[src/rbsi_pkg.sv]
// Shared types and constants of the ray/box slab intersection core.
// Holds the ray and result payload structs and the register indexes.
// No dependencies.
`default_nettype none

package rbsi_pkg;

	localparam int DATA_W        = 32;
	localparam int HALF_W        = 31;
	// Slab numerator center +/- half - origin, two's complement.
	localparam int NUM_W         = 34;
	// Magnitude of that numerator.
	localparam int NMAG_W        = 33;
	localparam int FRAC_BITS_DEF = 16;
	localparam int NUM_AXES      = 3;
	localparam int CFG_IDX_W     = 3;

	localparam logic [CFG_IDX_W-1:0] REG_CENTER_X = 3'd0;
	localparam logic [CFG_IDX_W-1:0] REG_CENTER_Y = 3'd1;
	localparam logic [CFG_IDX_W-1:0] REG_CENTER_Z = 3'd2;
	localparam logic [CFG_IDX_W-1:0] REG_HALF_X   = 3'd3;
	localparam logic [CFG_IDX_W-1:0] REG_HALF_Y   = 3'd4;
	localparam logic [CFG_IDX_W-1:0] REG_HALF_Z   = 3'd5;

	localparam logic [HALF_W-1:0] HALF_RESET = 31'd65536;

	typedef struct packed {
		logic signed [DATA_W-1:0] origin_x;
		logic signed [DATA_W-1:0] origin_y;
		logic signed [DATA_W-1:0] origin_z;
		logic signed [DATA_W-1:0] dir_x;
		logic signed [DATA_W-1:0] dir_y;
		logic signed [DATA_W-1:0] dir_z;
	} ray_t;

	typedef struct packed {
		logic                     hit;
		logic signed [DATA_W-1:0] point_x;
		logic signed [DATA_W-1:0] point_y;
		logic signed [DATA_W-1:0] point_z;
	} result_t;

	// Per-axis ray data carried alongside the divider and reduction stages.
	typedef struct packed {
		logic [NUM_AXES-1:0][DATA_W-1:0] org;
		logic [NUM_AXES-1:0][DATA_W-1:0] dmag;
		logic [NUM_AXES-1:0]             dneg;
	} axis_data_t;

	// Side data that travels in step with the dividers.
	typedef struct packed {
		logic                zmiss;
		logic [NUM_AXES-1:0] act;
		axis_data_t          axd;
	} side_t;

endpackage

`default_nettype wire

[src/rbsi_reduce.sv]
// Slab reduction: largest entry, smallest exit, hit decision and t select.
// Two register stages; carries the per-axis ray data along.
// Depends on rbsi_pkg.
`default_nettype none

module rbsi_reduce #(
	parameter int FRAC_BITS = rbsi_pkg::FRAC_BITS_DEF
) (
	input  wire logic                                                  clk,
	input  wire logic                                                  arst_n,
	input  wire logic                                                  in_vld,
	input  wire logic [rbsi_pkg::NUM_AXES-1:0][rbsi_pkg::NMAG_W+FRAC_BITS:0] t_lo,
	input  wire logic [rbsi_pkg::NUM_AXES-1:0][rbsi_pkg::NMAG_W+FRAC_BITS:0] t_hi,
	input  wire rbsi_pkg::side_t                                       side,
	output logic                                                       out_vld,
	output logic                                                       hit,
	output logic      [rbsi_pkg::NMAG_W+FRAC_BITS-1:0]                 t,
	output rbsi_pkg::axis_data_t                                       axd
);
	import rbsi_pkg::*;

	localparam int BW = NMAG_W + FRAC_BITS;
	localparam int TW = BW + 1;

	logic [NUM_AXES-1:0][TW-1:0] ent;
	logic [NUM_AXES-1:0][TW-1:0] ext;
	logic [TW-1:0]               emax;
	logic [TW-1:0]               emin;
	logic                        any_c;

	logic                        vld_s1;
	logic                        any_s1;
	logic                        zmiss_s1;
	logic [TW-1:0]               ent_s1;
	logic [TW-1:0]               ext_s1;
	axis_data_t                  axd_s1;

	logic                        ok_c;
	logic [TW-1:0]               tsel_c;

	// Order each slab by the direction sign, then fold over active axes.
	always_comb begin
		any_c = 1'b0;
		emax  = '0;
		emin  = '0;
		for (int a = 0; a < NUM_AXES; a++) begin
			ent[a] = side.axd.dneg[a] ? t_hi[a] : t_lo[a];
			ext[a] = side.axd.dneg[a] ? t_lo[a] : t_hi[a];
			if (side.act[a] && (!any_c || ($signed(ent[a]) > $signed(emax)))) begin
				emax = ent[a];
			end
			if (side.act[a] && (!any_c || ($signed(ext[a]) < $signed(emin)))) begin
				emin = ext[a];
			end
			any_c = any_c | side.act[a];
		end
	end

	always_ff @(posedge clk or negedge arst_n) begin
		if (!arst_n) begin
			vld_s1  <= 1'b0;
			out_vld <= 1'b0;
		end else begin
			vld_s1  <= in_vld;
			out_vld <= vld_s1;
		end
	end

	always_ff @(posedge clk) begin
		any_s1   <= any_c;
		zmiss_s1 <= side.zmiss;
		ent_s1   <= emax;
		ext_s1   <= emin;
		axd_s1   <= side.axd;
	end

	// Hit needs exit beyond entry and exit not behind the origin.
	assign ok_c = !zmiss_s1 &&
		(!any_s1 || (($signed(ext_s1) > $signed(ent_s1)) && !ext_s1[TW-1]));
	assign tsel_c = !any_s1 ? '0 : (ent_s1[TW-1] ? ext_s1 : ent_s1);

	always_ff @(posedge clk) begin
		hit <= ok_c;
		t   <= tsel_c[BW-1:0];
		axd <= axd_s1;
	end

endmodule

`default_nettype wire

[config.mk]
export PLATFORM = sky130hd
export DESIGN_NAME = rbsi_reduce
export DESIGN_NICKNAME = d
export VERILOG_FILES = /design/src/rbsi_pkg.sv /design/src/rbsi_reduce.sv
export SDC_FILE = /design/constraint.sdc
export NUM_CORES = 1
export LEC_CHECK = 0
export BUFFER_PORTS_ARGS = -buffer_cell sky130_fd_sc_hd__buf_4
export CAP_MARGIN = 0
export CORE_ASPECT_RATIO = 2
export CORE_MARGIN = 2
export CORE_UTILIZATION = 25
export CTS_CLUSTER_SIZE = 30
export DETAILED_ROUTE_END_ITERATION = 8
export PLACE_DENSITY = 0.47
export RECOVER_POWER = 50
export SLEW_MARGIN = 10
export SYNTH_ARGS = -nofsm -noshare
export SYNTH_HDL_FRONTEND = slang
export SYNTH_SLANG_ARGS = --single-unit
export TNS_END_PERCENT = 5
[constraint.sdc]
create_clock -name clk -period 4.2 [get_ports clk]
set_clock_uncertainty 0.15 [all_clocks]
set_input_delay 0.63 -clock clk [delete_from_list [all_inputs] [get_ports clk]]
set_output_delay 0.63 -clock clk [all_outputs]
set_load 0.02 [all_outputs]
==> results.cfg <==
[status]
run_status = finished with violations
failing_checks = negative setup slack

[cts]
clkTransAtPathRegs_ps = 70
clk_root_buf = sky130_fd_sc_hd__clkbuf_16
max_buffers_root_to_sink = 3
cts_tree = done
ctsHtreeMaxLevel = 2
cts.sink_count = 544
cts-buffers-inserted = 54
clkLatencyLatePin_ps = 640

[floorplan]
floorplan.die.width_um = 223
coreArea_mm2 = 0.0949
boundaryPins = 748
num_rows = 160
die_area_mm2 = 0.0984
initial_utilization = 0.252
die-height_um = 442

[grt]
grt_pass1_wl_um = 164000
antenna_found_initial = 34
groute.usage.overall = 0.236
vias_in_the_first_global_route = 23700
maximum_number_of_pins_on_one_net_before_global_route_repair = 34
overflow = 0

[sta]
fin_ws_ps = -2150
finalCriticalPeriod_ps = 6350
finalHoldViolations = 0
rsz0062_at_grt = yes
post-route-period-util = 1.51
fin_hold_ws_ps = 126
setup-violations-final = 100
max_clock_freq_ghz = 0.157
timing_max_transition_violations_final = 0
max_slew.worst_pin.slew_ps = 862
slew-limit-headroom = 0.409

[yosys]
synth.cell_area_mm2 = 0.0239
synthesis.nets = 3001
synthTopCellsByCount = sky130_fd_sc_hd__dfxtp_1 (542), sky130_fd_sc_hd__mux2_2 (292), sky130_fd_sc_hd__ha_1 (247)
synth_edf_count = 0
yosys-top-cells-area = sky130_fd_sc_hd__dfxtp_1 (45%), sky130_fd_sc_hd__mux2_2 (14%), sky130_fd_sc_hd__ha_1 (13%)
synth_flop_cell = sky130_fd_sc_hd__dfxtp_1
synthArstFlopShare = 0.00368
synth_cells = 2252
synth_area_leader_cell = sky130_fd_sc_hd__dfxtp_1
synth_seq_cells = 544
synth.most_common_cell = sky130_fd_sc_hd__dfxtp_1
ys.warnings.count = 0
yosysUniqueCellTypes = 54
synth_largest_type_area_fraction = 0.453
synth-seq-area-share = 0.455
syn_area_per_cell_um2 = 10.6

[power_and_ir_drop]
peak_supply_drop_uv = 297
power_density_mw_per_mm2 = 428
p_leak_nw = 19.1

[setup_path]
critical-path-slowest-cell = sky130_fd_sc_hd__or4_4
cell_with_the_most_instances_on_the_worst_path = sky130_fd_sc_hd__buf_12
worst_path_class_setup = input pin to flip-flop
crit_path_max_fanout = 9
worst-r2r-setup-slack_ps = 320
start_kind = input pin
critical_path.endpoint_type = flip-flop
cpPeakStageDelay_ps = 550
critPathArrivalTime_ps = 6800
timing.critical_path.required_ps = 4650

[placement]
place_worst_setup_slack_ps = -3500
place.detailed.hpwl_um = 99100
routabilityCongestion = 0.955
placed_cell_area_mm2 = 0.0340
io_buffer_count = 747

[finish]
drive_gt1_frac = 0.476
layout.nets = 4357
postLayoutCoreUtil = 0.421
area_growth_pct = 67.0
finalInstanceArea_mm2 = 0.0400

[route]
remaining_drc_errors = 0
wl_per_cell_um = 24.6
vias_per_cell = 4.54
detail-route-antenna-nets = 0
routed-via-count = 22100
drt_iter0_drc = 687
drt_pass1_iterations = 4
finalWirelength_um = 120000

[min_path]
timing.hold.worst.class = input pin to flip-flop

[job]
max-cap-violations = 0
-- metrics by stage --
| stage | std cells | TNS [ps] | total power, W |
|---|---|---|---|
| final | 4877 | -196230 | 0.0171 |
| after global routing | 4875 | -212850 | 0.0179 |
| after CTS | 4855 | -187630 | 0.0172 |
| after detailed placement | 4506 | -311500 | 0.0113 |
| after global placement | 4506 | -308920 | 0.0113 |
| after floorplan | 2252 | -160930 | 0.00867 |
-- final cells by class --
class | instances | area, um2
Antenna cell | 11 | 27.5
Clock buffer | 68 | 1510
Clock inverter | 31 | 387
Fill cell | 9298 | 54900
Inverter | 165 | 619
Multi-Input combinational cell | 1457 | 13400
Sequential cell | 544 | 10900
Tap cell | 1215 | 1520
Timing Repair Buffer | 1386 | 11600
-- flip-flops by register name, summed over array words and instances (netlist names) --
register / count
axd: 195
ent_s1: 50
zmiss_s1: 1
t: 49
axd_s1: 195
any_s1: 1
ext_s1: 50
hit: 1
vld_s1: 1
out_vld: 1
-- final timing paths --
path,depth (start not counted),to,startpoint
worst max register to register,14,hit,ent_s1[19]
worst min register to register,0,axd[2],axd_s1[2]
max in group asynchronous,2,out_vld,arst_n
worst min-delay path,2,any_s1,side[197]
worst max-delay path,30,ent_s1[29],side[1]
min in group asynchronous,2,vld_s1,arst_n
-- cell usage in the layout (no fill, tap or decap), types with 36 or more instances in the layout --
cell	instances
sky130_fd_sc_hd__nand4_1	50
sky130_fd_sc_hd__mux2i_1	152
sky130_fd_sc_hd__nand2_1	182
sky130_fd_sc_hd__buf_4	978
sky130_fd_sc_hd__clkbuf_16	55
sky130_fd_sc_hd__dfxtp_1	540
sky130_fd_sc_hd__inv_1	164
sky130_fd_sc_hd__mux2_2	257
sky130_fd_sc_hd__a21oi_1	77
sky130_fd_sc_hd__dlygate4sd3_1	192
sky130_fd_sc_hd__ha_1	203
sky130_fd_sc_hd__clkbuf_4	138
sky130_fd_sc_hd__nor2b_1	61
sky130_fd_sc_hd__mux2_4	36
sky130_fd_sc_hd__ha_4	43
sky130_fd_sc_hd__o21ai_0	61
sky130_fd_sc_hd__a21o_1	78
-- report_power, final --
group,switching [W],internal (W),leakage [nW]
sequential,0.000338,0.00578,4.59
clock,0.00226,0.00295,0.934
combinational,0.00290,0.00287,13.6
-- cells by family after synthesis --
group	Yosys count	synth area share
flops	544	0.455
simple gates	434	0.0868
compound gates	325	0.0836
buf+inv	252	0.0416
fa+ha+maj	247	0.129
mux	450	0.204
-- repair_timing --
item / CTS / global route
hold buffers: 191 / 1
hold endpoints to repair: 192 / 1
setup endpoints to repair: 100 / 100
pin swaps: 71 / 25
cloned: 11 / 0
resized for setup: 197 / 89
buffers inserted: 50 / 11
-- worst max-delay path, delay by kind of cell --
kind | cells | cell delay [ps]
fa+ha+maj | 2 | 510
compound gates | 5 | 1070
mux | 3 | 810
buf+inv | 11 | 1750
simple gates | 9 | 1980
-- routing by layer --
metal | wire length (um) | vias up | GRT usage
met3 | 6200 | 273 | 0.0430
met5 | 144 | - | 0
met4 | 8680 | 22 | 0.151
met2 | 64800 | 893 | 0.473
li1 | - | 10600 | -
met1 | 39900 | 10300 | 0.215
No activity file was read; power rests on OpenSTA's default activity.
