## config.mk

```make
export PLATFORM = sky130hd
export DESIGN_NAME = rbsi_point
export DESIGN_NICKNAME = d
export VERILOG_FILES = /design/src/rbsi_pkg.sv /design/src/rbsi_point.sv
export SDC_FILE = /design/constraint.sdc
export NUM_CORES = 2
export LEC_CHECK = 0
export BUFFER_PORTS_ARGS = -buffer_cell sky130_fd_sc_hd__buf_2
export CAP_MARGIN = 0
export CELL_PAD_IN_SITES_DETAIL_PLACEMENT = 1
export CELL_PAD_IN_SITES_GLOBAL_PLACEMENT = 2
export CORE_MARGIN = 5
export CORE_UTILIZATION = 38
export CTS_CLUSTER_DIAMETER = 40
export DETAILED_ROUTE_END_ITERATION = 10
export PLACE_DENSITY_LB_ADDON = 0.1
export SYNTH_ARGS = -nofsm -noshare
export SYNTH_HDL_FRONTEND = slang
export SYNTH_SLANG_ARGS = --single-unit
```

## constraint.sdc

```tcl
create_clock -name clk -period 6.81 [get_ports clk]
set_input_delay 0.3405 -clock clk [delete_from_list [all_inputs] [get_ports clk]]
set_output_delay 0.3405 -clock clk [all_outputs]
set_load 0.005 [all_outputs]
```

## src/rbsi_pkg.sv

```systemverilog
// Shared types and constants of the ray/box slab intersection core.
// Holds the ray and result payload structs and the register indexes.
// No dependencies.
`default_nettype none

package rbsi_pkg;

	localparam int DATA_W        = 32;
	localparam int HALF_W        = 31;
	// Slab numerator center +/- half - origin, two's complement.
	localparam int NUM_W         = 34;
	// Magnitude of that numerator.
	localparam int NMAG_W        = 33;
	localparam int FRAC_BITS_DEF = 16;
	localparam int NUM_AXES      = 3;
	localparam int CFG_IDX_W     = 3;

	localparam logic [CFG_IDX_W-1:0] REG_CENTER_X = 3'd0;
	localparam logic [CFG_IDX_W-1:0] REG_CENTER_Y = 3'd1;
	localparam logic [CFG_IDX_W-1:0] REG_CENTER_Z = 3'd2;
	localparam logic [CFG_IDX_W-1:0] REG_HALF_X   = 3'd3;
	localparam logic [CFG_IDX_W-1:0] REG_HALF_Y   = 3'd4;
	localparam logic [CFG_IDX_W-1:0] REG_HALF_Z   = 3'd5;

	localparam logic [HALF_W-1:0] HALF_RESET = 31'd65536;

	typedef struct packed {
		logic signed [DATA_W-1:0] origin_x;
		logic signed [DATA_W-1:0] origin_y;
		logic signed [DATA_W-1:0] origin_z;
		logic signed [DATA_W-1:0] dir_x;
		logic signed [DATA_W-1:0] dir_y;
		logic signed [DATA_W-1:0] dir_z;
	} ray_t;

	typedef struct packed {
		logic                     hit;
		logic signed [DATA_W-1:0] point_x;
		logic signed [DATA_W-1:0] point_y;
		logic signed [DATA_W-1:0] point_z;
	} result_t;

	// Per-axis ray data carried alongside the divider and reduction stages.
	typedef struct packed {
		logic [NUM_AXES-1:0][DATA_W-1:0] org;
		logic [NUM_AXES-1:0][DATA_W-1:0] dmag;
		logic [NUM_AXES-1:0]             dneg;
	} axis_data_t;

	// Side data that travels in step with the dividers.
	typedef struct packed {
		logic                zmiss;
		logic [NUM_AXES-1:0] act;
		axis_data_t          axd;
	} side_t;

endpackage

`default_nettype wire

```

## src/rbsi_point.sv

```systemverilog
// Hit point of one axis: origin + (dir * t) >> FRAC_BITS, saturated.
// Three register stages: split multiply, sum and clamp, add and saturate.
// Depends on rbsi_pkg.
`default_nettype none

module rbsi_point #(
	parameter int FRAC_BITS = rbsi_pkg::FRAC_BITS_DEF
) (
	input  wire logic                                  clk,
	input  wire logic                                  hit,
	input  wire logic [rbsi_pkg::NMAG_W+FRAC_BITS-1:0] t,
	input  wire logic [rbsi_pkg::DATA_W-1:0]           org,
	input  wire logic [rbsi_pkg::DATA_W-1:0]           dmag,
	input  wire logic                                  dneg,
	output logic      [rbsi_pkg::DATA_W-1:0]           point
);
	import rbsi_pkg::*;

	localparam int BW    = NMAG_W + FRAC_BITS;
	localparam int HW    = BW - DATA_W;
	localparam int PW    = DATA_W + BW;
	localparam int MAG_W = NMAG_W + 1;
	localparam int SW    = MAG_W + 1;

	logic [2*DATA_W-1:0]  plo_s1;
	logic [DATA_W+HW-1:0] phi_s1;
	logic                 neg_s1;
	logic [DATA_W-1:0]    org_s1;
	logic                 hit_s1;

	logic [PW-1:0]        sum_c;
	logic                 ovf_c;
	logic [MAG_W-1:0]     mag_s2;
	logic                 neg_s2;
	logic [DATA_W-1:0]    org_s2;
	logic                 hit_s2;

	logic [SW-1:0]        smag_c;
	logic [SW-1:0]        pos_c;
	logic                 sat_c;

	// Stage 1: two partial products of at most 32 by 32 bits.
	always_ff @(posedge clk) begin
		plo_s1 <= dmag * t[DATA_W-1:0];
		phi_s1 <= dmag * t[BW-1:DATA_W];
		neg_s1 <= dneg;
		org_s1 <= org;
		hit_s1 <= hit;
	end

	// Stage 2: full product, scaled and clamped to 2^33.
	assign sum_c = {phi_s1, {DATA_W{1'b0}}} + {{(PW-2*DATA_W){1'b0}}, plo_s1};
	assign ovf_c = |sum_c[PW-1:BW];

	always_ff @(posedge clk) begin
		mag_s2 <= ovf_c ? {1'b1, {(MAG_W-1){1'b0}}} : {1'b0, sum_c[BW-1:FRAC_BITS]};
		neg_s2 <= neg_s1;
		org_s2 <= org_s1;
		hit_s2 <= hit_s1;
	end

	// Stage 3: add to the origin and saturate to 32 bits; zero on a miss.
	assign smag_c = neg_s2 ? (~{1'b0, mag_s2} + 1'b1) : {1'b0, mag_s2};
	assign pos_c  = {{(SW-DATA_W){org_s2[DATA_W-1]}}, org_s2} + smag_c;
	assign sat_c  = (pos_c[SW-1:DATA_W-1] != {(SW-DATA_W+1){pos_c[SW-1]}});

	always_ff @(posedge clk) begin
		if (!hit_s2) begin
			point <= '0;
		end else if (sat_c) begin
			point <= {pos_c[SW-1], {(DATA_W-1){~pos_c[SW-1]}}};
		end else begin
			point <= pos_c[DATA_W-1:0];
		end
	end

endmodule

`default_nettype wire

```

==> impl_metrics.json <==
{
  "row_count": 145,
  "pin_count": 148,
  "track_usage_pct": 24.37,
  "cts_tree": "done",
  "grt_max_degree": 35,
  "yosysSeqAreaShare_pct": 7.700,
  "synth_area_per_cell_um2": 9.011,
  "grt_antenna_before_repair": 14,
  "hpwl_um": 174300,
  "vias": 46320,
  "area_growth_pct": 16.57,
  "cp.required_ns": 7.29,
  "reg2reg_setup_slack_ns": 0.75,
  "ys_types": 96,
  "skew_ns": 0.03383,
  "nets": 9065,
  "holdWs_ns": 0.3264,
  "violations": "negative setup slack",
  "grt_pass1_vias": 52450,
  "drive_above_1_share_pct": 14.74,
  "multi_input_area_um2": 49670,
  "core_um2": 156800,
  "final_cell_mix": "inv_1, fa_1, nand2_1",
  "fmax_mhz": 145.7,
  "r2r-start": "mag_s2[8]$_SDFF_PP0_",
  "die_h_um": 407.5,
  "start_util_pct": 38.31,
  "async_reset_ff_share_pct": 0,
  "slew_headroom_pct": 13.27,
  "fill_cells": 18070,
  "r2r-end": "point[9]$_SDFF_PN0_",
  "whs_path_depth": 0,
  "start_kind": "input pin",
  "fin_crit_sh_pct": 100.8,
  "globalplace.congestion": 0.9127,
  "critPathKind": "in2reg",
  "syn-num-nets": 8577,
  "synth_edf_count": 0,
  "dieArea_um2": 166100,
  "seq_area_um2": 4624,
  "port_buffers": 147,
  "drc": 0,
  "min_path_type": "reg2reg",
  "die_w_um": 407.5,
  "syn_area_um2": 60060,
  "drv_slew": 0,
  "first_iter_violations": 1998,
  "synth_cells": 6665,
  "ys_ff_latch": 231,
  "clk_pin_slew_ns": 0.07,
  "status": "complete, but fails checks",
  "viasPerCell": 5.014,
  "hold_end": "org_s2[8]$_DFF_P_",
  "cts_buffers": 26,
  "cts_max_path_buffers": 3,
  "clock_latency_ns": 0.58,
  "fin_ws_ns": -0.05413,
  "cp_max_fo": 7,
  "rr_worst_depth": 16,
  "htreeDepth": 1,
  "max-cap-violations": 0,
  "final_common_cell": "inv_1",
  "wl_per_cell_um": 21.95,
  "finalWorstPathRequiredPeriod_ns": 6.864,
  "place_inst": 9108,
  "final-hold-violation-count": 0,
  "post-route-util_pct": 44.66,
  "synth_flop_cell": "dfxtp_1",
  "finalSetupTns_ns": -0.05891,
  "cts_root_buffer": "clkbuf_16",
  "grt-ovfl-total": 0,
  "layout.cells.non_filler": 9239,
  "firstDrtPassIters": 5,
  "grt_pass1_wl_um": 314100,
  "tightest_slew_ns": 1.301,
  "arrival_ns": 7.34,
  "yosysWarnings": 0,
  "rsz0062_at_grt": "yes",
  "totalWireLength_um": 202800,
  "ant_nets": 0,
  "setup_viol": 4,
  "min_from": "org_s1[8]$_DFF_P_",
  "clkSinkCount": 231,
  "worst_setup_path_end_kind": "flip-flop"
}
==> repair_timing <==
| item | CTS | global route |
|---|---|---|
| pin swaps | 79 | 101 |
| gates resized for setup | 154 | 155 |
| endpoints found under the hold margin | 34 | 0 |
| setup buffers | 24 | 19 |
| hold buffers | 34 | 0 |
| endpoints found under the setup margin | 39 | 40 |
| cloned | 2 | 3 |
==> kinds of logic (layout without fill, tap and decap cells) <==
| kind of cell | count (synthesis) | after routing | synth area share, % |
|---|---|---|---|
| buffers and inverters | 1731 | 2237 | 11.05 |
| adder cells (fa/ha/maj) | 1796 | 1796 | 54.24 |
| AND/OR/NAND/NOR | 2132 | 2132 | 17.79 |
| flip-flops | 231 | 231 | 7.700 |
| AO/OA/AOI/OAI | 599 | 599 | 6.613 |
| multiplexers | 8 | 8 | 0.1375 |
| other | 0 | 10 | 0 |
| XOR/XNOR | 168 | 168 | 2.463 |
==> worst max-delay path by stage <==
stage | startpoint | end | slack, ns | cells after the start
4_1_cts | dmag[16] | plo_s1[59]$_DFF_P_ | -0.24 | 24
3_5_place_dp | dmag[18] | plo_s1[59]$_DFF_P_ | -1.13 | 27
6_report | dmag[22] | plo_s1[60]$_DFF_P_ | -0.05 | 26
3_3_place_gp | dmag[18] | plo_s1[59]$_DFF_P_ | -1.08 | 27
5_1_grt | dmag[19] | plo_s1[59]$_DFF_P_ | -0.23 | 25
2_1_floorplan | dmag[12] | plo_s1[59]$_DFF_P_ | 0.006 | 24
==> cell type report <==
| type | instances | share of cell area [%] |
|---|---|---|
| Clock buffer | 30 | 0.9508 |
| Clock inverter | 16 | 0.3253 |
| Antenna cell | 10 | 0.03574 |
| Inverter | 1358 | 7.281 |
| Timing Repair Buffer | 833 | 10.17 |
| Multi-Input combinational cell | 4703 | 70.95 |
| Tap cell | 2058 | 3.678 |
| Sequential cell | 231 | 6.606 |
==> synthesized netlist by cell type, types with 7 or more instances <==
master / n / area share [%]
a211o_1: 7 / 0.10
a211oi_1: 24 / 0.30
a21boi_0: 7 / 0.088
a21o_1: 76 / 0.95
a21oi_1: 169 / 1.4
a31oi_1: 24 / 0.25
and2_1: 720 / 7.5
and3_1: 14 / 0.15
and4_1: 39 / 0.57
clkbuf_1: 353 / 2.2
dfxtp_1: 231 / 7.7
fa_1: 1346 / 45
ha_1: 450 / 9.4
inv_1: 1358 / 8.5
nand2_1: 999 / 6.2
nand2b_1: 18 / 0.19
nand3_1: 48 / 0.40
nand4_1: 38 / 0.40
nor2_1: 99 / 0.62
nor2b_1: 20 / 0.21
nor3_1: 46 / 0.38
nor4_1: 18 / 0.19
o2111ai_1: 8 / 0.12
o211ai_1: 20 / 0.25
o21a_1: 21 / 0.26
o21ai_0: 103 / 0.86
o21ai_2: 18 / 0.26
o21bai_1: 22 / 0.28
o31ai_1: 16 / 0.20
o41ai_1: 12 / 0.18
or2_2: 10 / 0.10
or3_1: 13 / 0.14
or4_1: 13 / 0.16
xnor2_1: 113 / 1.6
xor2_1: 54 / 0.79
==> registers in the layout (all words and copies together), names as in the netlist <==
register	cells
hit_s1	1
neg_s2	1
org_s2	32
hit_s2	1
plo_s1	48
phi_s1	49
neg_s1	1
mag_s2	34
point	32
org_s1	32
==> per-stage QoR <==
stage	instance area [um^2]	setup slack [ns]
6_report	70010	-0.05413
5_1_grt	70000	-0.2295
4_1_cts	69200	-0.2400
3_5_place_dp	67200	-1.133
3_3_place_gp	67200	-1.079
2_1_floorplan	60360	0.005590
==> per-layer routing <==
metal  track usage (%)  vias to the layer above  part of all wire (%)  wire [um]
li1                  -                    21040                     -          -
met1             31.68                    24470                    43      86380
met2             43.73                      618                    51     102900
met3             1.771                      191                   2.8       5620
met4             7.022                        4                   3.9       7869
met5                 0                        -                 0.013         27
==> critical path, stage by stage <==
cell       delay, ns
buf_2           0.12
buf_12          0.15
buf_12          0.15
nand2_1         0.07
fa_1            0.46
fa_1            0.51
fa_1            0.52
fa_1            0.54
inv_2           0.05
fa_1            0.60
fa_1            0.45
fa_1            0.52
inv_1           0.06
fa_1            0.49
inv_2           0.05
ha_4            0.25
buf_4           0.14
nand2_2         0.10
o21ai_4         0.10
a2111oi_4       0.35
o32ai_2         0.15
and2_4          0.21
o21ai_4         0.20
a311oi_4        0.14
or4_1           0.50
o211ai_1        0.10
Power is left out: the tool's default activity adds up to more than one toggle a clock period on the data nets, which glitch-free logic cannot reach.
